$ cat src/hw/rtl/u16u8_pkg.sv
// ----------------------------------------------------------------------------
// u16u8_pkg
// Shared types and constants for the UTF-16 to UTF-8 transcoder.
// ----------------------------------------------------------------------------
package u16u8_pkg;

  localparam int QUEUE_DEPTH = 4;
  localparam int QPTR_W      = $clog2(QUEUE_DEPTH);
  localparam int QCNT_W      = $clog2(QUEUE_DEPTH + 1);

  localparam logic [5:0] HIGH_TAG = 6'b110110;
  localparam logic [5:0] LOW_TAG  = 6'b110111;

  typedef enum logic [1:0] {
    ST_OK,
    ST_MISSING_LOW,
    ST_HIGH_NOT_LOW,
    ST_UNPAIRED_LOW
  } status_t;

  typedef struct packed {
    logic [3:0][7:0] bytes;
    logic [1:0]      last_idx;
    status_t         status;
  } job_t;

  typedef struct packed {
    logic full;
    logic empty;
  } q_stat_t;

endpackage

$ cat src/hw/rtl/u16u8_if.sv
// ----------------------------------------------------------------------------
// u16u8_if
// Channel interfaces: UTF-16 code units in, UTF-8 bytes out.
// ----------------------------------------------------------------------------
interface u16u8_unit_if;
  logic        valid;
  logic        ready;
  logic [15:0] code_unit;
  logic        end_of_text;

  modport source (output valid, output code_unit, output end_of_text, input ready);
  modport sink   (input valid, input code_unit, input end_of_text, output ready);
endinterface

interface u16u8_byte_if;
  logic       valid;
  logic       ready;
  logic [7:0] out_byte;
  logic       run_last;
  logic [1:0] status;

  modport source (output valid, output out_byte, output run_last, output status,
                  input ready);
  modport sink   (input valid, input out_byte, input run_last, input status,
                  output ready);
endinterface

$ cat src/hw/rtl/utf16_to_utf8_transcoder_top.sv
// ----------------------------------------------------------------------------
// utf16_to_utf8_transcoder_top
// UTF-16 code units in, UTF-8 bytes out, with surrogate pairing and errors.
//
//   channel   dir  payload
//   unit_in   in   code_unit[15:0], end_of_text
//   byte_out  out  out_byte[7:0], run_last, status[1:0]
//
// One output word per cycle while the receiver holds ready and jobs wait: a
// unit gives 1 to 3 bytes, 4 for the low half of a pair, 1 word for an error
// and none for a held high surrogate; the back end serialises the bytes.
// A four-entry job queue lets input words keep arriving while bytes drain.
// Synchronous reset clears the pending surrogate, the queue and the output.
// ----------------------------------------------------------------------------
module utf16_to_utf8_transcoder_top (
  input  logic           clk,
  input  logic           rst,
  u16u8_unit_if.sink     unit_in,
  u16u8_byte_if.source   byte_out
);

  u16u8_pkg::job_t    push_job;
  u16u8_pkg::job_t    head;
  u16u8_pkg::q_stat_t q_stat;
  logic               push;
  logic               pop;

  u16u8_front u_front (
    .clk      (clk),
    .rst      (rst),
    .unit_in  (unit_in),
    .q_stat   (q_stat),
    .push     (push),
    .job      (push_job)
  );

  u16u8_queue u_queue (
    .clk      (clk),
    .rst      (rst),
    .push     (push),
    .push_job (push_job),
    .pop      (pop),
    .head     (head),
    .q_stat   (q_stat)
  );

  u16u8_back u_back (
    .clk      (clk),
    .rst      (rst),
    .head     (head),
    .q_stat   (q_stat),
    .pop      (pop),
    .byte_out (byte_out)
  );

endmodule

$ cat src/hw/rtl/u16u8_front.sv
// ----------------------------------------------------------------------------
// u16u8_front
// Accepts code units, holds a high surrogate until the next word and turns
// every other word into a job of up to four UTF-8 bytes or one error result.
// ----------------------------------------------------------------------------
module u16u8_front (
  input  logic                clk,
  input  logic                rst,
  u16u8_unit_if.sink          unit_in,
  input  u16u8_pkg::q_stat_t  q_stat,
  output logic                push,
  output u16u8_pkg::job_t     job
);

  logic       pending_valid;
  logic [9:0] pending_high_bits;
  logic       pending_valid_next;
  logic [9:0] pending_high_bits_next;
  logic       accept;
  logic       is_high;
  logic       is_low;
  logic       emit;
  logic [4:0] plane;
  logic [15:0] cu;

  assign unit_in.ready = !q_stat.full;
  assign accept        = unit_in.valid && unit_in.ready;
  assign cu            = unit_in.code_unit;
  assign is_high       = (cu[15:10] == u16u8_pkg::HIGH_TAG);
  assign is_low        = (cu[15:10] == u16u8_pkg::LOW_TAG);
  assign plane         = {1'b0, pending_high_bits[9:6]} + 5'd1;
  assign push          = accept && emit;

  always_comb begin
    emit                   = 1'b1;
    pending_valid_next     = 1'b0;
    pending_high_bits_next = pending_high_bits;
    job.bytes              = '0;
    job.last_idx           = 2'd0;
    job.status             = u16u8_pkg::ST_OK;
    if (pending_valid) begin
      if (!is_low) begin
        job.status = u16u8_pkg::ST_HIGH_NOT_LOW;
      end else begin
        job.bytes[0] = {5'b11110, plane[4:2]};
        job.bytes[1] = {2'b10, plane[1:0], pending_high_bits[5:2]};
        job.bytes[2] = {2'b10, pending_high_bits[1:0], cu[9:6]};
        job.bytes[3] = {2'b10, cu[5:0]};
        job.last_idx = 2'd3;
      end
    end else if (is_high) begin
      if (unit_in.end_of_text) begin
        job.status = u16u8_pkg::ST_MISSING_LOW;
      end else begin
        emit                   = 1'b0;
        pending_valid_next     = 1'b1;
        pending_high_bits_next = cu[9:0];
      end
    end else if (is_low) begin
      job.status = u16u8_pkg::ST_UNPAIRED_LOW;
    end else if (cu[15:7] == 9'd0) begin
      job.bytes[0] = cu[7:0];
    end else if (cu[15:11] == 5'd0) begin
      job.bytes[0] = {3'b110, cu[10:6]};
      job.bytes[1] = {2'b10, cu[5:0]};
      job.last_idx = 2'd1;
    end else begin
      job.bytes[0] = {4'b1110, cu[15:12]};
      job.bytes[1] = {2'b10, cu[11:6]};
      job.bytes[2] = {2'b10, cu[5:0]};
      job.last_idx = 2'd2;
    end
  end

  always_ff @(posedge clk) begin
    if (rst) begin
      pending_valid <= 1'b0;
    end else if (accept) begin
      pending_valid <= pending_valid_next;
    end
  end

  always_ff @(posedge clk) begin
    if (accept) begin
      pending_high_bits <= pending_high_bits_next;
    end
  end

endmodule

$ cat src/hw/rtl/u16u8_queue.sv
// ----------------------------------------------------------------------------
// u16u8_queue
// Short job queue between front and back.
// ----------------------------------------------------------------------------
module u16u8_queue (
  input  logic                clk,
  input  logic                rst,
  input  logic                push,
  input  u16u8_pkg::job_t     push_job,
  input  logic                pop,
  output u16u8_pkg::job_t     head,
  output u16u8_pkg::q_stat_t  q_stat
);

  u16u8_pkg::job_t               slots [u16u8_pkg::QUEUE_DEPTH];
  logic [u16u8_pkg::QPTR_W-1:0]  wr_ptr;
  logic [u16u8_pkg::QPTR_W-1:0]  rd_ptr;
  logic [u16u8_pkg::QCNT_W-1:0]  count;
  logic                          do_push;
  logic                          do_pop;

  localparam logic [u16u8_pkg::QPTR_W-1:0] LAST_PTR =
    u16u8_pkg::QPTR_W'(u16u8_pkg::QUEUE_DEPTH - 1);
  localparam logic [u16u8_pkg::QCNT_W-1:0] FULL_COUNT =
    u16u8_pkg::QCNT_W'(u16u8_pkg::QUEUE_DEPTH);

  assign q_stat.full  = (count == FULL_COUNT);
  assign q_stat.empty = (count == '0);
  assign do_push      = push && !q_stat.full;
  assign do_pop       = pop && !q_stat.empty;
  assign head         = slots[rd_ptr];

  always_ff @(posedge clk) begin
    if (rst) begin
      wr_ptr <= '0;
      rd_ptr <= '0;
      count  <= '0;
    end else begin
      if (do_push) begin
        wr_ptr <= (wr_ptr == LAST_PTR) ? '0 : wr_ptr + 1'b1;
      end
      if (do_pop) begin
        rd_ptr <= (rd_ptr == LAST_PTR) ? '0 : rd_ptr + 1'b1;
      end
      if (do_push && !do_pop) begin
        count <= count + 1'b1;
      end else if (do_pop && !do_push) begin
        count <= count - 1'b1;
      end
    end
  end

  always_ff @(posedge clk) begin
    if (do_push) begin
      slots[wr_ptr] <= push_job;
    end
  end

endmodule

$ cat src/hw/rtl/u16u8_back.sv
// ----------------------------------------------------------------------------
// u16u8_back
// Takes jobs from the queue and sends their bytes one word per cycle through
// an output register while the receiver keeps ready high.
// ----------------------------------------------------------------------------
module u16u8_back (
  input  logic                clk,
  input  logic                rst,
  input  u16u8_pkg::job_t     head,
  input  u16u8_pkg::q_stat_t  q_stat,
  output logic                pop,
  u16u8_byte_if.source        byte_out
);

  u16u8_pkg::job_t    cur;
  logic               busy;
  logic [1:0]         idx;
  logic               out_valid;
  logic [7:0]         out_byte;
  logic               run_last;
  u16u8_pkg::status_t status;
  logic               load;
  logic               fin;

  assign load = busy && (!out_valid || byte_out.ready);
  assign fin  = load && (idx == cur.last_idx);
  assign pop  = !q_stat.empty && (!busy || fin);

  assign byte_out.valid    = out_valid;
  assign byte_out.out_byte = out_byte;
  assign byte_out.run_last = run_last;
  assign byte_out.status   = status;

  always_ff @(posedge clk) begin
    if (rst) begin
      busy      <= 1'b0;
      out_valid <= 1'b0;
    end else begin
      if (load) begin
        out_valid <= 1'b1;
      end else if (byte_out.ready) begin
        out_valid <= 1'b0;
      end
      if (pop) begin
        busy <= 1'b1;
      end else if (fin) begin
        busy <= 1'b0;
      end
    end
  end

  always_ff @(posedge clk) begin
    if (load) begin
      out_byte <= cur.bytes[idx];
      run_last <= (idx == cur.last_idx);
      status   <= cur.status;
    end
    if (pop) begin
      cur <= head;
      idx <= 2'd0;
    end else if (load) begin
      idx <= idx + 2'd1;
    end
  end

endmodule

$ cat src/flat_wrapper.sv
// flat-port wrapper written by rule: the top's interface ports become plain ports
module utf16_to_utf8_transcoder_top_flat 
  (clk, rst, unit_in_valid, unit_in_code_unit, unit_in_end_of_text, unit_in_ready, byte_out_valid, byte_out_out_byte, byte_out_run_last, byte_out_status, byte_out_ready);
  u16u8_unit_if unit_in_i ();
  u16u8_byte_if byte_out_i ();
  input  logic clk;
  input  logic rst;
  input wire logic [$bits(unit_in_i.valid)-1:0] unit_in_valid;
  input wire logic [$bits(unit_in_i.code_unit)-1:0] unit_in_code_unit;
  input wire logic [$bits(unit_in_i.end_of_text)-1:0] unit_in_end_of_text;
  output wire logic [$bits(unit_in_i.ready)-1:0] unit_in_ready;
  output wire logic [$bits(byte_out_i.valid)-1:0] byte_out_valid;
  output wire logic [$bits(byte_out_i.out_byte)-1:0] byte_out_out_byte;
  output wire logic [$bits(byte_out_i.run_last)-1:0] byte_out_run_last;
  output wire logic [$bits(byte_out_i.status)-1:0] byte_out_status;
  input wire logic [$bits(byte_out_i.ready)-1:0] byte_out_ready;
  assign unit_in_i.valid = unit_in_valid;
  assign unit_in_i.code_unit = unit_in_code_unit;
  assign unit_in_i.end_of_text = unit_in_end_of_text;
  assign unit_in_ready = unit_in_i.ready;
  assign byte_out_valid = byte_out_i.valid;
  assign byte_out_out_byte = byte_out_i.out_byte;
  assign byte_out_run_last = byte_out_i.run_last;
  assign byte_out_status = byte_out_i.status;
  assign byte_out_i.ready = byte_out_ready;
  utf16_to_utf8_transcoder_top u_core (.clk(clk), .rst(rst), .unit_in(unit_in_i), .byte_out(byte_out_i));
endmodule
$ cat config.mk
export PLATFORM = sky130hd
export DESIGN_NAME = utf16_to_utf8_transcoder_top_flat
export DESIGN_NICKNAME = d
export VERILOG_FILES = /design/src/hw/rtl/u16u8_pkg.sv /design/src/hw/rtl/u16u8_if.sv /design/src/hw/rtl/utf16_to_utf8_transcoder_top.sv /design/src/hw/rtl/u16u8_front.sv /design/src/hw/rtl/u16u8_queue.sv /design/src/hw/rtl/u16u8_back.sv /design/src/flat_wrapper.sv
export SDC_FILE = /design/constraint.sdc
export NUM_CORES = 1
export LEC_CHECK = 0
export BUFFER_PORTS_ARGS = -buffer_cell sky130_fd_sc_hd__buf_4
export CAP_MARGIN = 25
export CORE_MARGIN = 1
export CORE_UTILIZATION = 60
export DETAILED_ROUTE_END_ITERATION = 12
export GPL_TIMING_DRIVEN = 0
export PLACE_DENSITY = 0.85
export SYNTH_ARGS = -nofsm -noshare
export SYNTH_HDL_FRONTEND = slang
export SYNTH_HIERARCHICAL = 1
export SYNTH_SLANG_ARGS = --single-unit
$ cat constraint.sdc
create_clock -name clk -period 4.8 [get_ports clk]
set_input_delay 0.24 -clock clk [delete_from_list [all_inputs] [get_ports clk]]
set_output_delay 0.24 -clock clk [all_outputs]
set_load 0.05 [all_outputs]
Word level (Yosys, flattened, before mapping)
Memory sizes are Yosys's and may differ from the RTL's. A register that Yosys moved wholly into a read port is not among the register bits.
Cells that the tools add are included.
{ "op_classes": {"magnitude_cmp": 1, "bitwise_logic": 2, "eq_ne": 6, "n_addsub": 6, "reduce_logical": 24, "mux": 32} }
{ "op_table": {"columns": ["cell", "n"], "rows": [
  ["26-bit 2-to-1 mux", 2],
  ["34-bit 2-to-1 mux", 1],
  ["16-bit 2-to-1 mux", 2],
  ["8-bit 2-to-1 mux", 4],
  ["28-bit 2-to-1 mux", 1],
  ["8-bit binary-select mux with 2-bit select", 1],
  ["1-bit 2-to-1 mux", 13],
  ["6-bit equality test, second input constant", 2],
  ["2-bit 2-to-1 mux", 6],
  ["1-bit logical AND", 9],
  ["9-bit logical NOT", 1],
  ["2-bit by 1-bit adder with 2-bit output, second input constant", 3],
  ["1-bit logical NOT", 6],
  ["3-bit 2-to-1 mux", 2],
  ["2-bit nonzero test", 3],
  ["4-bit by 1-bit adder with 5-bit output, second input constant", 1],
  ["5-bit logical NOT", 1],
  ["2-bit equality test, second input constant", 2],
  ["4-bit AND reduction", 1],
  ["3-bit by 1-bit adder with 3-bit output, second input constant", 1],
  ["3-bit equality test, second input constant", 1],
  ["3-bit logical NOT", 1],
  ["2-bit by 3-bit < comparator with 1-bit output, second input constant", 1],
  ["3-bit by 1-bit subtractor with 3-bit output, second input constant", 1],
  ["other kinds (3)", 5]
]} }
{ "totals": {"n_memories": 1, "output_inout_bits": 13, "input_bits": 21, "reg_bits": 33, "ram_bits": 144, "word_cells": 83} }
{ "memory_table": {"columns": ["memory", "depth", "word_bits", "read_ports", "rd_clocked_by_memory_dff", "wr", "line_no", "source"], "rows": [
  ["u_core.u_queue.slots", 4, 36, 1, 1, 1, "u16u8_queue.sv:15", "u16u8_pkg::job_t slots [u16u8_pkg::QUEUE_DEPTH];"]
]} }

Logic depth before layout (Yosys ltp)
Gate-level depths: netlist of the first run.
{ "depth": {"ltp_word": 10, "ltp_mapped": 14, "depth_no_buf": 13} }

By module
The synthesis of the first run kept the hierarchy.
{ "modules_own_cells": {"columns": ["module", "area_each_um2", "seq_area_each_um2", "cells_each", "instances"], "rows": [
  ["u16u8_queue", 5699.2, 4504.3, 238, 1],
  ["u16u8_back", 1836.8, 1491.4, 82, 1],
  ["u16u8_front", 963.4, 320.3, 110, 1]
]} }

Least setup slack after synthesis of the first run
No wires, ideal clock.
{ "synth_timing": {"kind": "reg-to-reg", "start": "register u_core/u_queue/count[0] (netlist name)", "end": "register u_core/u_queue/count[2] (netlist name)", "setup_slack_ns": 0.980, "period_less_slack_ns": 3.820, "setup_time_ns": 0.070, "t_arrival_ns": 3.750, "n_path_buf": 0, "path_stages_with_launch": 10, "t_required_ns": 4.730, "path_cell_list": "dfxtp_1 nor3_1 o2bb2ai_1 o31ai_2 ha_1 inv_1 fa_1 xor2_1 or3_1 a21oi_1"} }
{ "synth_lines": {"columns": ["item", "line_no", "source"], "rows": [
  ["start, declared", "u16u8_queue.sv:18", "logic [u16u8_pkg::QCNT_W-1:0] count;"],
  ["start signal, assigned", "u16u8_queue.sv:46", "count <= count + 1'b1;"],
  ["start signal, assigned", "u16u8_queue.sv:48", "count <= count - 1'b1;"]
]} }

==> flow_summary.rst, run 1 <==
.. list-table::
   :header-rows: 1

   * - Metric
     - Value
   * - Post-layout nets
     - ~530
   * - Area of the core
     - between 10000 and 15000 µm²
   * - Die span in x
     - between 100 and 150 µm
   * - Cell-internal power
     - about 4.0 mW
   * - WHS
     - 0.0118 ns
   * - Non-filler instance count after layout
     - 696
   * - Number of buffers created by CTS
     - 20
   * - Final critical-path required period
     - 3.29 ns
   * - Multi-input combinational cell area
     - between 1500 and 2000 µm²
   * - Final design area excluding fillers
     - between 9000 and 10000 µm²
   * - Worst-path cell chain
     - nor3_1 > nor2_1 > o2bb2ai_4 > o31ai_2 > ha_1 > inv_1 > fa_1 > xor2_1 > or3_1 > a21oi_1
   * - Number of synthesized flops with an enable pin
     - roughly 200
   * - Register-to-Register Setup Slack
     - ~1.5 ns
   * - Relative slew margins
     - 0.343
   * - Clock tree from TritonCTS
     - built
   * - Clock skew after layout
     - ~0.0095 ns
   * - Worst r2r dst
     - u_core/u_queue/count[2]
   * - Post-Route WL
     - between 15 and 20 mm
   * - Result of the run
     - completed
   * - Hold depth
     - 1
   * - Total GRT Usage
     - 0.255
   * - Library cell with the highest instance count after synthesis
     - sky130_fd_sc_hd__edfxtp_1
   * - Max-cap check violation count
     - 0
   * - Buffer count from post-CTS setup fixing
     - 0
   * - Max frequency
     - ~300 MHz
   * - Post-route antenna net violation count
     - 0
   * - Port-buffer cells
     - 32
   * - Number of different library cells in the post-synthesis netlist
     - 55
   * - Count of pins on the block boundary
     - 34
   * - Standard-cell row count
     - 43
   * - Clock edge transition at the registers on the reported setup and hold paths
     - 0.06 ns
   * - Syn_area_per_cell
     - 19.8 µm²
   * - Area of the die
     - about 15000 µm²
   * - Maximum buffer depth of the clock tree
     - 3
   * - Post-Route Setup TNS
     - 0 ns
   * - Primary FF master, synth
     - sky130_fd_sc_hd__edfxtp_1
   * - Combinational family with the most area after synthesis
     - multiplexers
   * - Max-slew violation total from the final report
     - 0
   * - Final count of hold timing violations
     - 0
   * - Data required, critical path
     - ~5.2 ns
   * - Reg2reg start
     - u_core/u_queue/count[1]
   * - Total number of vias
     - roughly 4.5k
   * - Fraction of final layout cells sized beyond drive strength 1
     - 0.275
   * - Number of fillers in the final layout
     - about 750
   * - Placed Instance Area
     - a little over 9000 µm²
   * - PnR Total Power
     - 5.61 mW
   * - Largest area contributor in the synthesized netlist
     - sky130_fd_sc_hd__edfxtp_1
   * - Worst Hold Class
     - in2reg
   * - Share of cell area taken by muxes after synthesis
     - 0.122
   * - Dpl cells
     - 650
   * - Share of synthesized flip-flops with an asynchronous set or reset
     - 0
   * - Simple logic cell fraction of the synthesized area
     - 0.0440
   * - Number of antenna violations at the first check in global routing
     - 0
   * - Post-synthesis share of cell area spent on xor and xnor gates
     - 0.00721
   * - Largest net degree at the start of global routing
     - 35
   * - Type of destination of the critical path
     - flip-flop
   * - Pwr dens
     - about 570 nW/µm²
   * - Share of power burned in the clock network
     - 0.283
   * - Unrepaired setup endpoints after global routing
     - false
   * - Die outline height
     - around 120 µm
   * - Count of TritonRoute iterations in the first routing pass
     - 5
   * - Adder-cell share of the synthesized area
     - 0.0127
   * - Maximum resistive drop on vdd
     - 0.000388 V
   * - Worst setup slack after placement
     - about 1.5 ns
   * - Post-Synthesis Cells
     - 430
   * - Kind of launch point of the worst setup path
     - flip-flop
   * - Total number of yosys warnings
     - 6
   * - Final Util
     - 0.713
   * - H-tree depth
     - 1
   * - Portion of total power attributed to sequential cells
     - 0.480
   * - Avg WL per Cell
     - approximately 25 µm
   * - Capture point of the worst path
     - u_core/u_queue/count[2]
   * - Total gr overflow
     - 0
   * - Critical-path maximum fanout
     - 10
   * - Worst endpoint data arrival time
     - between 3 and 4 ns
   * - Number of global-route vias before repair
     - about 4.6k
   * - Combinational cell fraction of total power
     - 0.237
   * - Compound-gate portion of the synthesized area
     - 0.0442
   * - Critical path type
     - reg2reg
   * - Depth of the worst register-to-register path
     - 10
   * - Vias per Instance
     - around 6.4
   * - Total number of clock tree sinks
     - between 200 and 250
   * - Total area of sequential cells
     - between 6000 and 7000 µm²
   * - CTS Root Buffer Type
     - sky130_fd_sc_hd__clkbuf_16
   * - Total of flip-flops plus latches after synthesis
     - between 200 and 250
   * - Post-synth top cells
     - sky130_fd_sc_hd__edfxtp_1, sky130_fd_sc_hd__mux4_2, sky130_fd_sc_hd__a21oi_1
   * - Worst Setup SP
     - u_core/u_queue/count[1]
   * - Global-route wire length before repair
     - approximately 27 mm
   * - Final setup vio count
     - 0
   * - Area added between synthesis and finish
     - 16.0%
   * - Clk_lat worst skew
     - just under 0.5 ns
   * - Final critical-path share of the clock period
     - 0.686
   * - Final Wtd Congestion
     - between 0.9 and 1
   * - Largest incremental delay on the critical path
     - approximately 0.74 ns
   * - Static power due to leakage
     - 3.32 nW
   * - Crit path max-delay cell type
     - sky130_fd_sc_hd__nor3_1
   * - Psw
     - approximately 1.6 mW
   * - Post-synth top area share
     - 0.710
   * - Syn Std Cell Area
     - 8500 µm²
   * - Least-Margin Pin Slew
     - a little under 1 ns
   * - Switching Fraction
     - 0.282
   * - Number of design-rule violations left by the first detailed-router iteration
     - roughly 440
   * - Detail Placement HPWL
     - 10.4 mm
   * - Starting density of the core
     - 0.615
   * - Final worst slack
     - 1.51 ns
   * - Post-route DRC
     - 0
   * - Ranking of synthesized cells by area
     - sky130_fd_sc_hd__edfxtp_1, sky130_fd_sc_hd__mux4_2, sky130_fd_sc_hd__dfxtp_1
   * - Number of diodes
     - 0
   * - Sequential fraction of the synthesis area
     - 0.743
worst min path at each step:
stage                                                      to            startpoint  slack (ns)
after floorplan                            u_core/u_back/busy                   rst        0.31
after global placement       u_core/u_back/byte_out.status[1]  u_core/u_back/cur[1]        0.40
after global routing      u_core/u_front/pending_high_bits[2]  unit_in_code_unit[2]       0.007
after CTS                 u_core/u_front/pending_high_bits[2]  unit_in_code_unit[2]       0.008
after detailed placement     u_core/u_back/byte_out.status[0]  u_core/u_back/cur[0]        0.42
final                     u_core/u_front/pending_high_bits[2]  unit_in_code_unit[2]        0.01
critical path, delay by kind of cell (launching register included):
| kind | cells | cell delay (ns) |
|---|---|---|
| flip-flops | 1 | 0.37 |
| adder cells (fa/ha/maj) | 2 | 0.67 |
| AND/OR/NAND/NOR | 3 | 1.29 |
| AO/OA/AOI/OAI | 3 | 0.62 |
| buffers and inverters | 1 | 0.09 |
| XOR/XNOR | 1 | 0.18 |
cells in the final DEF, fill, tap and decap left out, types with 10 or more instances in the layout:
cell type                       Yosys  final
sky130_fd_sc_hd__a21oi_1           16     16
sky130_fd_sc_hd__nor2_1            15     15
sky130_fd_sc_hd__dfxtp_1           14     14
sky130_fd_sc_hd__mux4_2            43     43
sky130_fd_sc_hd__clkbuf_1           6     11
sky130_fd_sc_hd__edfxtp_1         201    201
sky130_fd_sc_hd__clkbuf_16          0     21
sky130_fd_sc_hd__buf_4              6     38
sky130_fd_sc_hd__dlygate4sd3_1      0     10
flip-flops by register name, summed over array words and instances, names as in the netlist, named ones only:
| signal | cells |
|---|---|
| u_core/u_queue/slots | 144 |
| u_core/u_back/cur | 36 |
| u_core/u_front/pending_high_bits | 10 |
| u_core/u_back/byte_out.out_byte | 8 |
| u_core/u_queue/count | 3 |
| u_core/u_back/byte_out.status | 2 |
| u_core/u_back/idx | 2 |
| u_core/u_queue/rd_ptr | 2 |
| u_core/u_queue/wr_ptr | 2 |
| u_core/u_back/busy | 1 |
| u_core/u_back/byte_out.run_last | 1 |
| u_core/u_back/byte_out.valid | 1 |
| u_core/u_front/pending_valid | 1 |
routing by layer:
layer,part of all wire,vias up,global-route usage
met5,0,-,0
met4,0.025,0,0.0949
met3,0.083,37,0.0404
met2,0.51,251,0.416
met1,0.39,2271,0.351
li1,-,1898,-
cells by family (layout without fill, tap and decap cells):
kind of cell,count (synthesis),in the layout
AO/OA/AOI/OAI,51,51
AND/OR/NAND/NOR,65,65
other,1,3
flip-flops,215,215
XOR/XNOR,7,7
adder cells (fa/ha/maj),8,8
buffers and inverters,35,119
multiplexers,48,48
timing repair:
action	CTS	global route
setup endpoints to repair	0	0
gates resized for setup	0	0
hold buffers	10	0
endpoints found under the hold margin	12	0
layout make-up:
class                   instances  area share
repair buffers                 48      0.0452
clock buffers                  28      0.0580
clock inverters                 8     0.00863
inverters                       9     0.00533
well taps                     180      0.0228
plain buffers                  26      0.0176
flip-flops and latches        215       0.641
multi-input cells             182       0.202
power by group through the flow:
stage | clock network, mW | registers (mW) | logic (mW)
global route | 1.67 | 2.72 | 1.41
finish | 1.59 | 2.69 | 1.33
global placement | 0 | 2.73 | 1.18
floorplan | 0 | 2.86 | 0.732
CTS | 1.60 | 2.70 | 1.34
detailed placement | 0 | 2.72 | 1.32
Power figures use the tool's default switching activity.
==> run 2: changes to the inputs <==
Settings changed: ABC_AREA set to 1, CORE_UTILIZATION 60 to 56, PLACE_DENSITY 0.85 to 0.83.
Clock period 4.8 ns to 2.65 ns, I/O delays scaled along.
==> flow_summary.rst, run 2 <==
.. list-table::
   :header-rows: 1

   * - Metric
     - Value
   * - Combinational family with the most area after synthesis
     - simple AND/OR/NAND/NOR gates
   * - Result of the run
     - completed
   * - Largest area contributor in the synthesized netlist
     - sky130_fd_sc_hd__edfxtp_1
   * - H-tree depth
     - 1
   * - Total GRT Usage
     - 0.245
   * - Post-Route WL
     - between 15 and 20 mm
   * - Count of TritonRoute iterations in the first routing pass
     - 5
   * - Data required, critical path
     - ~2.8 ns
   * - Area of the core
     - 15300 µm²
   * - Final critical-path share of the clock period
     - 0.934
   * - Number of antenna violations at the first check in global routing
     - 0
   * - Max frequency
     - between 400 and 500 MHz
   * - Relative slew margins
     - 0.371
   * - Clk_lat worst skew
     - approximately 0.50 ns
   * - Port-buffer cells
     - 33
   * - Area added between synthesis and finish
     - 17.4%
   * - Fraction of final layout cells sized beyond drive strength 1
     - 0.196
   * - Total gr overflow
     - 0
   * - Syn Std Cell Area
     - 8830 µm²
   * - Share of synthesized flip-flops with an asynchronous set or reset
     - 0
   * - CTS Root Buffer Type
     - sky130_fd_sc_hd__clkbuf_16
   * - Register-to-Register Setup Slack
     - roughly 0.17 ns
   * - Vias per Instance
     - approximately 5.8
   * - Maximum resistive drop on vdd
     - about 0.0006 V
   * - Worst setup slack after placement
     - -0.133 ns
   * - Least-Margin Pin Slew
     - approximately 0.94 ns
   * - Post-synth top area share
     - 0.683
   * - Largest net degree at the start of global routing
     - 30
   * - Post-route antenna net violation count
     - 0
   * - Clock skew after layout
     - about 0.014 ns
   * - Die span in x
     - about 130 µm
   * - Library cell with the highest instance count after synthesis
     - sky130_fd_sc_hd__edfxtp_1
   * - Leading cell types in the layout, fill and taps excluded
     - sky130_fd_sc_hd__edfxtp_1, sky130_fd_sc_hd__nor2_1, sky130_fd_sc_hd__nand2_1, sky130_fd_sc_hd__o21ai_1, sky130_fd_sc_hd__buf_4
   * - Number of diodes
     - 0
   * - Share of cell area taken by muxes after synthesis
     - 0
   * - Post-Synthesis Cells
     - between 700 and 800
   * - Adder-cell share of the synthesized area
     - 0.0122
   * - Most common cell after layout, fill and taps aside
     - sky130_fd_sc_hd__edfxtp_1
   * - Compound-gate portion of the synthesized area
     - 0.0972
   * - Worst Hold Class
     - in2reg
   * - Kind of launch point of the worst setup path
     - flip-flop
   * - PnR Total Power
     - roughly 12 mW
   * - Number of design-rule violations left by the first detailed-router iteration
     - approximately 800
   * - Detail Placement HPWL
     - approximately 13 mm
   * - Number of synthesized flops with an enable pin
     - about 200
   * - Primary FF master, synth
     - sky130_fd_sc_hd__edfxtp_1
   * - Critical path type
     - reg2reg
   * - Final critical-path required period
     - 2.48 ns
   * - Clock tree from TritonCTS
     - built
   * - Post-synthesis share of cell area spent on xor and xnor gates
     - 0.00198
   * - Standard-cell row count
     - 45
   * - Post-synth top cells
     - sky130_fd_sc_hd__edfxtp_1, sky130_fd_sc_hd__nor2_1, sky130_fd_sc_hd__nand2_1
   * - Max-slew violation total from the final report
     - 0
   * - Post-route DRC
     - 0
   * - Final design area excluding fillers
     - a little over 10000 µm²
   * - Number of fillers in the final layout
     - ~1.1k
   * - Placed Instance Area
     - approximately 9500 µm²
   * - Post-layout nets
     - ~830
   * - Maximum buffer depth of the clock tree
     - 3
   * - Starting density of the core
     - 0.577
   * - Worst endpoint data arrival time
     - ~2.7 ns
   * - Global-route wire length before repair
     - 29.7 mm
   * - Total number of vias
     - 5947
   * - Total number of clock tree sinks
     - ~220
   * - Regs by FF count
     - u_core/u_queue/slots x144, u_core/u_back/cur x36, u_core/u_front/pending_high_bits x10
   * - Type of destination of the critical path
     - flip-flop
   * - Post-Route Setup TNS
     - 0 ns
   * - Total of flip-flops plus latches after synthesis
     - between 200 and 250
   * - Final Wtd Congestion
     - between 0.9 and 1
   * - Static power due to leakage
     - around 4 nW
   * - Top reg by flops
     - u_core/u_queue/slots
   * - Number of buffers created by CTS
     - 22
   * - Avg WL per Cell
     - between 15 and 20 µm
   * - Simple logic cell fraction of the synthesized area
     - 0.122
   * - Largest register FFs
     - around 140
   * - Clock edge transition at the registers on the reported setup and hold paths
     - 0.06 ns
   * - Pwr dens
     - about 1100 nW/µm²
   * - Final worst slack
     - 0.175 ns
   * - Sequential fraction of the synthesis area
     - 0.715
   * - Final count of hold timing violations
     - 0
   * - Area of the die
     - roughly 16000 µm²
   * - Ranking of synthesized cells by area
     - sky130_fd_sc_hd__edfxtp_1, sky130_fd_sc_hd__nor2_1, sky130_fd_sc_hd__nand2_1
   * - Number of global-route vias before repair
     - between 5k and 6k
   * - Dpl cells
     - 965
   * - Critical-path maximum fanout
     - 21
   * - Total number of yosys warnings
     - 6
   * - Die outline height
     - 128 µm
   * - Non-filler instance count after layout
     - slightly above 1k
   * - Max-cap check violation count
     - 0
   * - Count of pins on the block boundary
     - 34
   * - Syn_area_per_cell
     - around 12 µm²
   * - Final setup vio count
     - 0
   * - Number of different library cells in the post-synthesis netlist
     - 39
run 2: cell count changes in the layout (fill, tap and decap cells not counted), moves of 15 or more:
cell and delta:
sky130_fd_sc_hd__buf_4 +15, sky130_fd_sc_hd__inv_1 +32, sky130_fd_sc_hd__mux4_2 -43, sky130_fd_sc_hd__nand2_1 +84
sky130_fd_sc_hd__nor2_1 +106, sky130_fd_sc_hd__o21ai_0 +27, sky130_fd_sc_hd__o21ai_1 +60, sky130_fd_sc_hd__o22ai_1 +41
run 2: repair_timing:
item	in CTS	in global routing
gates resized for setup	2	4
buffers inserted	0	10
pin swaps	0	1
hold buffers	12	0
endpoints found under the hold margin	14	0
endpoints found under the setup margin	23	23
run 2: per-layer routing:
layer | global-route usage | wire length [µm] | up-vias
li1 | - | - | 2703
met1 | 0.314 | 7510 | 2833
met2 | 0.426 | 9930 | 365
met3 | 0.0356 | 1590 | 46
met4 | 0.0900 | 473 | 0
met5 | 0 | 0 | -
run 2: per-stage QoR:
step | hold slack [ns] | utilization
CTS | 0.0805 | 0.672
floorplan | 0.195 | -
finish | 0.0681 | 0.677
global route | 0.0924 | 0.677
detailed placement | 0.360 | 0.621
global placement | 0.359 | 0.612
run 2: final timing paths:
kind                                       to                    start  cells after the start
min reg2reg  u_core/u_back/byte_out.status[0]     u_core/u_back/cur[0]                      0
max               u_core/u_queue/slots[3][32]  u_core/u_queue/count[1]                     10
min              u_core/u_front/pending_valid            unit_in_valid                      4
max reg2reg       u_core/u_queue/slots[3][32]  u_core/u_queue/count[1]                     10
run 2: cells by family (layout without fill, tap and decap cells):
kind of cell,after synthesis,count (layout)
AO/OA/AOI/OAI,153,153
XOR/XNOR,2,2
adder cells (fa/ha/maj),8,8
buffers and inverters,80,177
flip-flops,215,215
other,1,3
AND/OR/NAND/NOR,255,255
run 2: power by group:
part	switching (mW)	internal (mW)	total, mW	leakage (nW)
registers	0.296	4.81	5.11	1.99
clock network	1.19	1.57	2.76	0.323
logic	2.57	1.27	3.84	1.59
run 2: cell type report:
type / instances / area [µm²] / area share
Multi-Input combinational cell: 421 / 2140 / 0.206
Tap cell: 211 / 264 / 0.0255
Inverter: 47 / 185 / 0.0179
Sequential cell: 215 / 6320 / 0.609
Timing Repair Buffer: 60 / 551 / 0.0531
Clock buffer: 25 / 583 / 0.0562
Clock inverter: 12 / 63.8 / 0.00615
Buffer: 33 / 272 / 0.0262
run 2: worst max-delay path, stage by stage (launching register included):
cell and delay, ns:
sky130_fd_sc_hd__dfxtp_1 0.38, sky130_fd_sc_hd__nor2_1 0.09, sky130_fd_sc_hd__nand2_2 0.12, sky130_fd_sc_hd__inv_1 0.05
sky130_fd_sc_hd__inv_1 0.11, sky130_fd_sc_hd__nand2_2 0.11, sky130_fd_sc_hd__a31oi_4 0.27, sky130_fd_sc_hd__nand2_4 0.11
sky130_fd_sc_hd__buf_4 0.16, sky130_fd_sc_hd__nor2_4 0.50, sky130_fd_sc_hd__buf_16 0.25
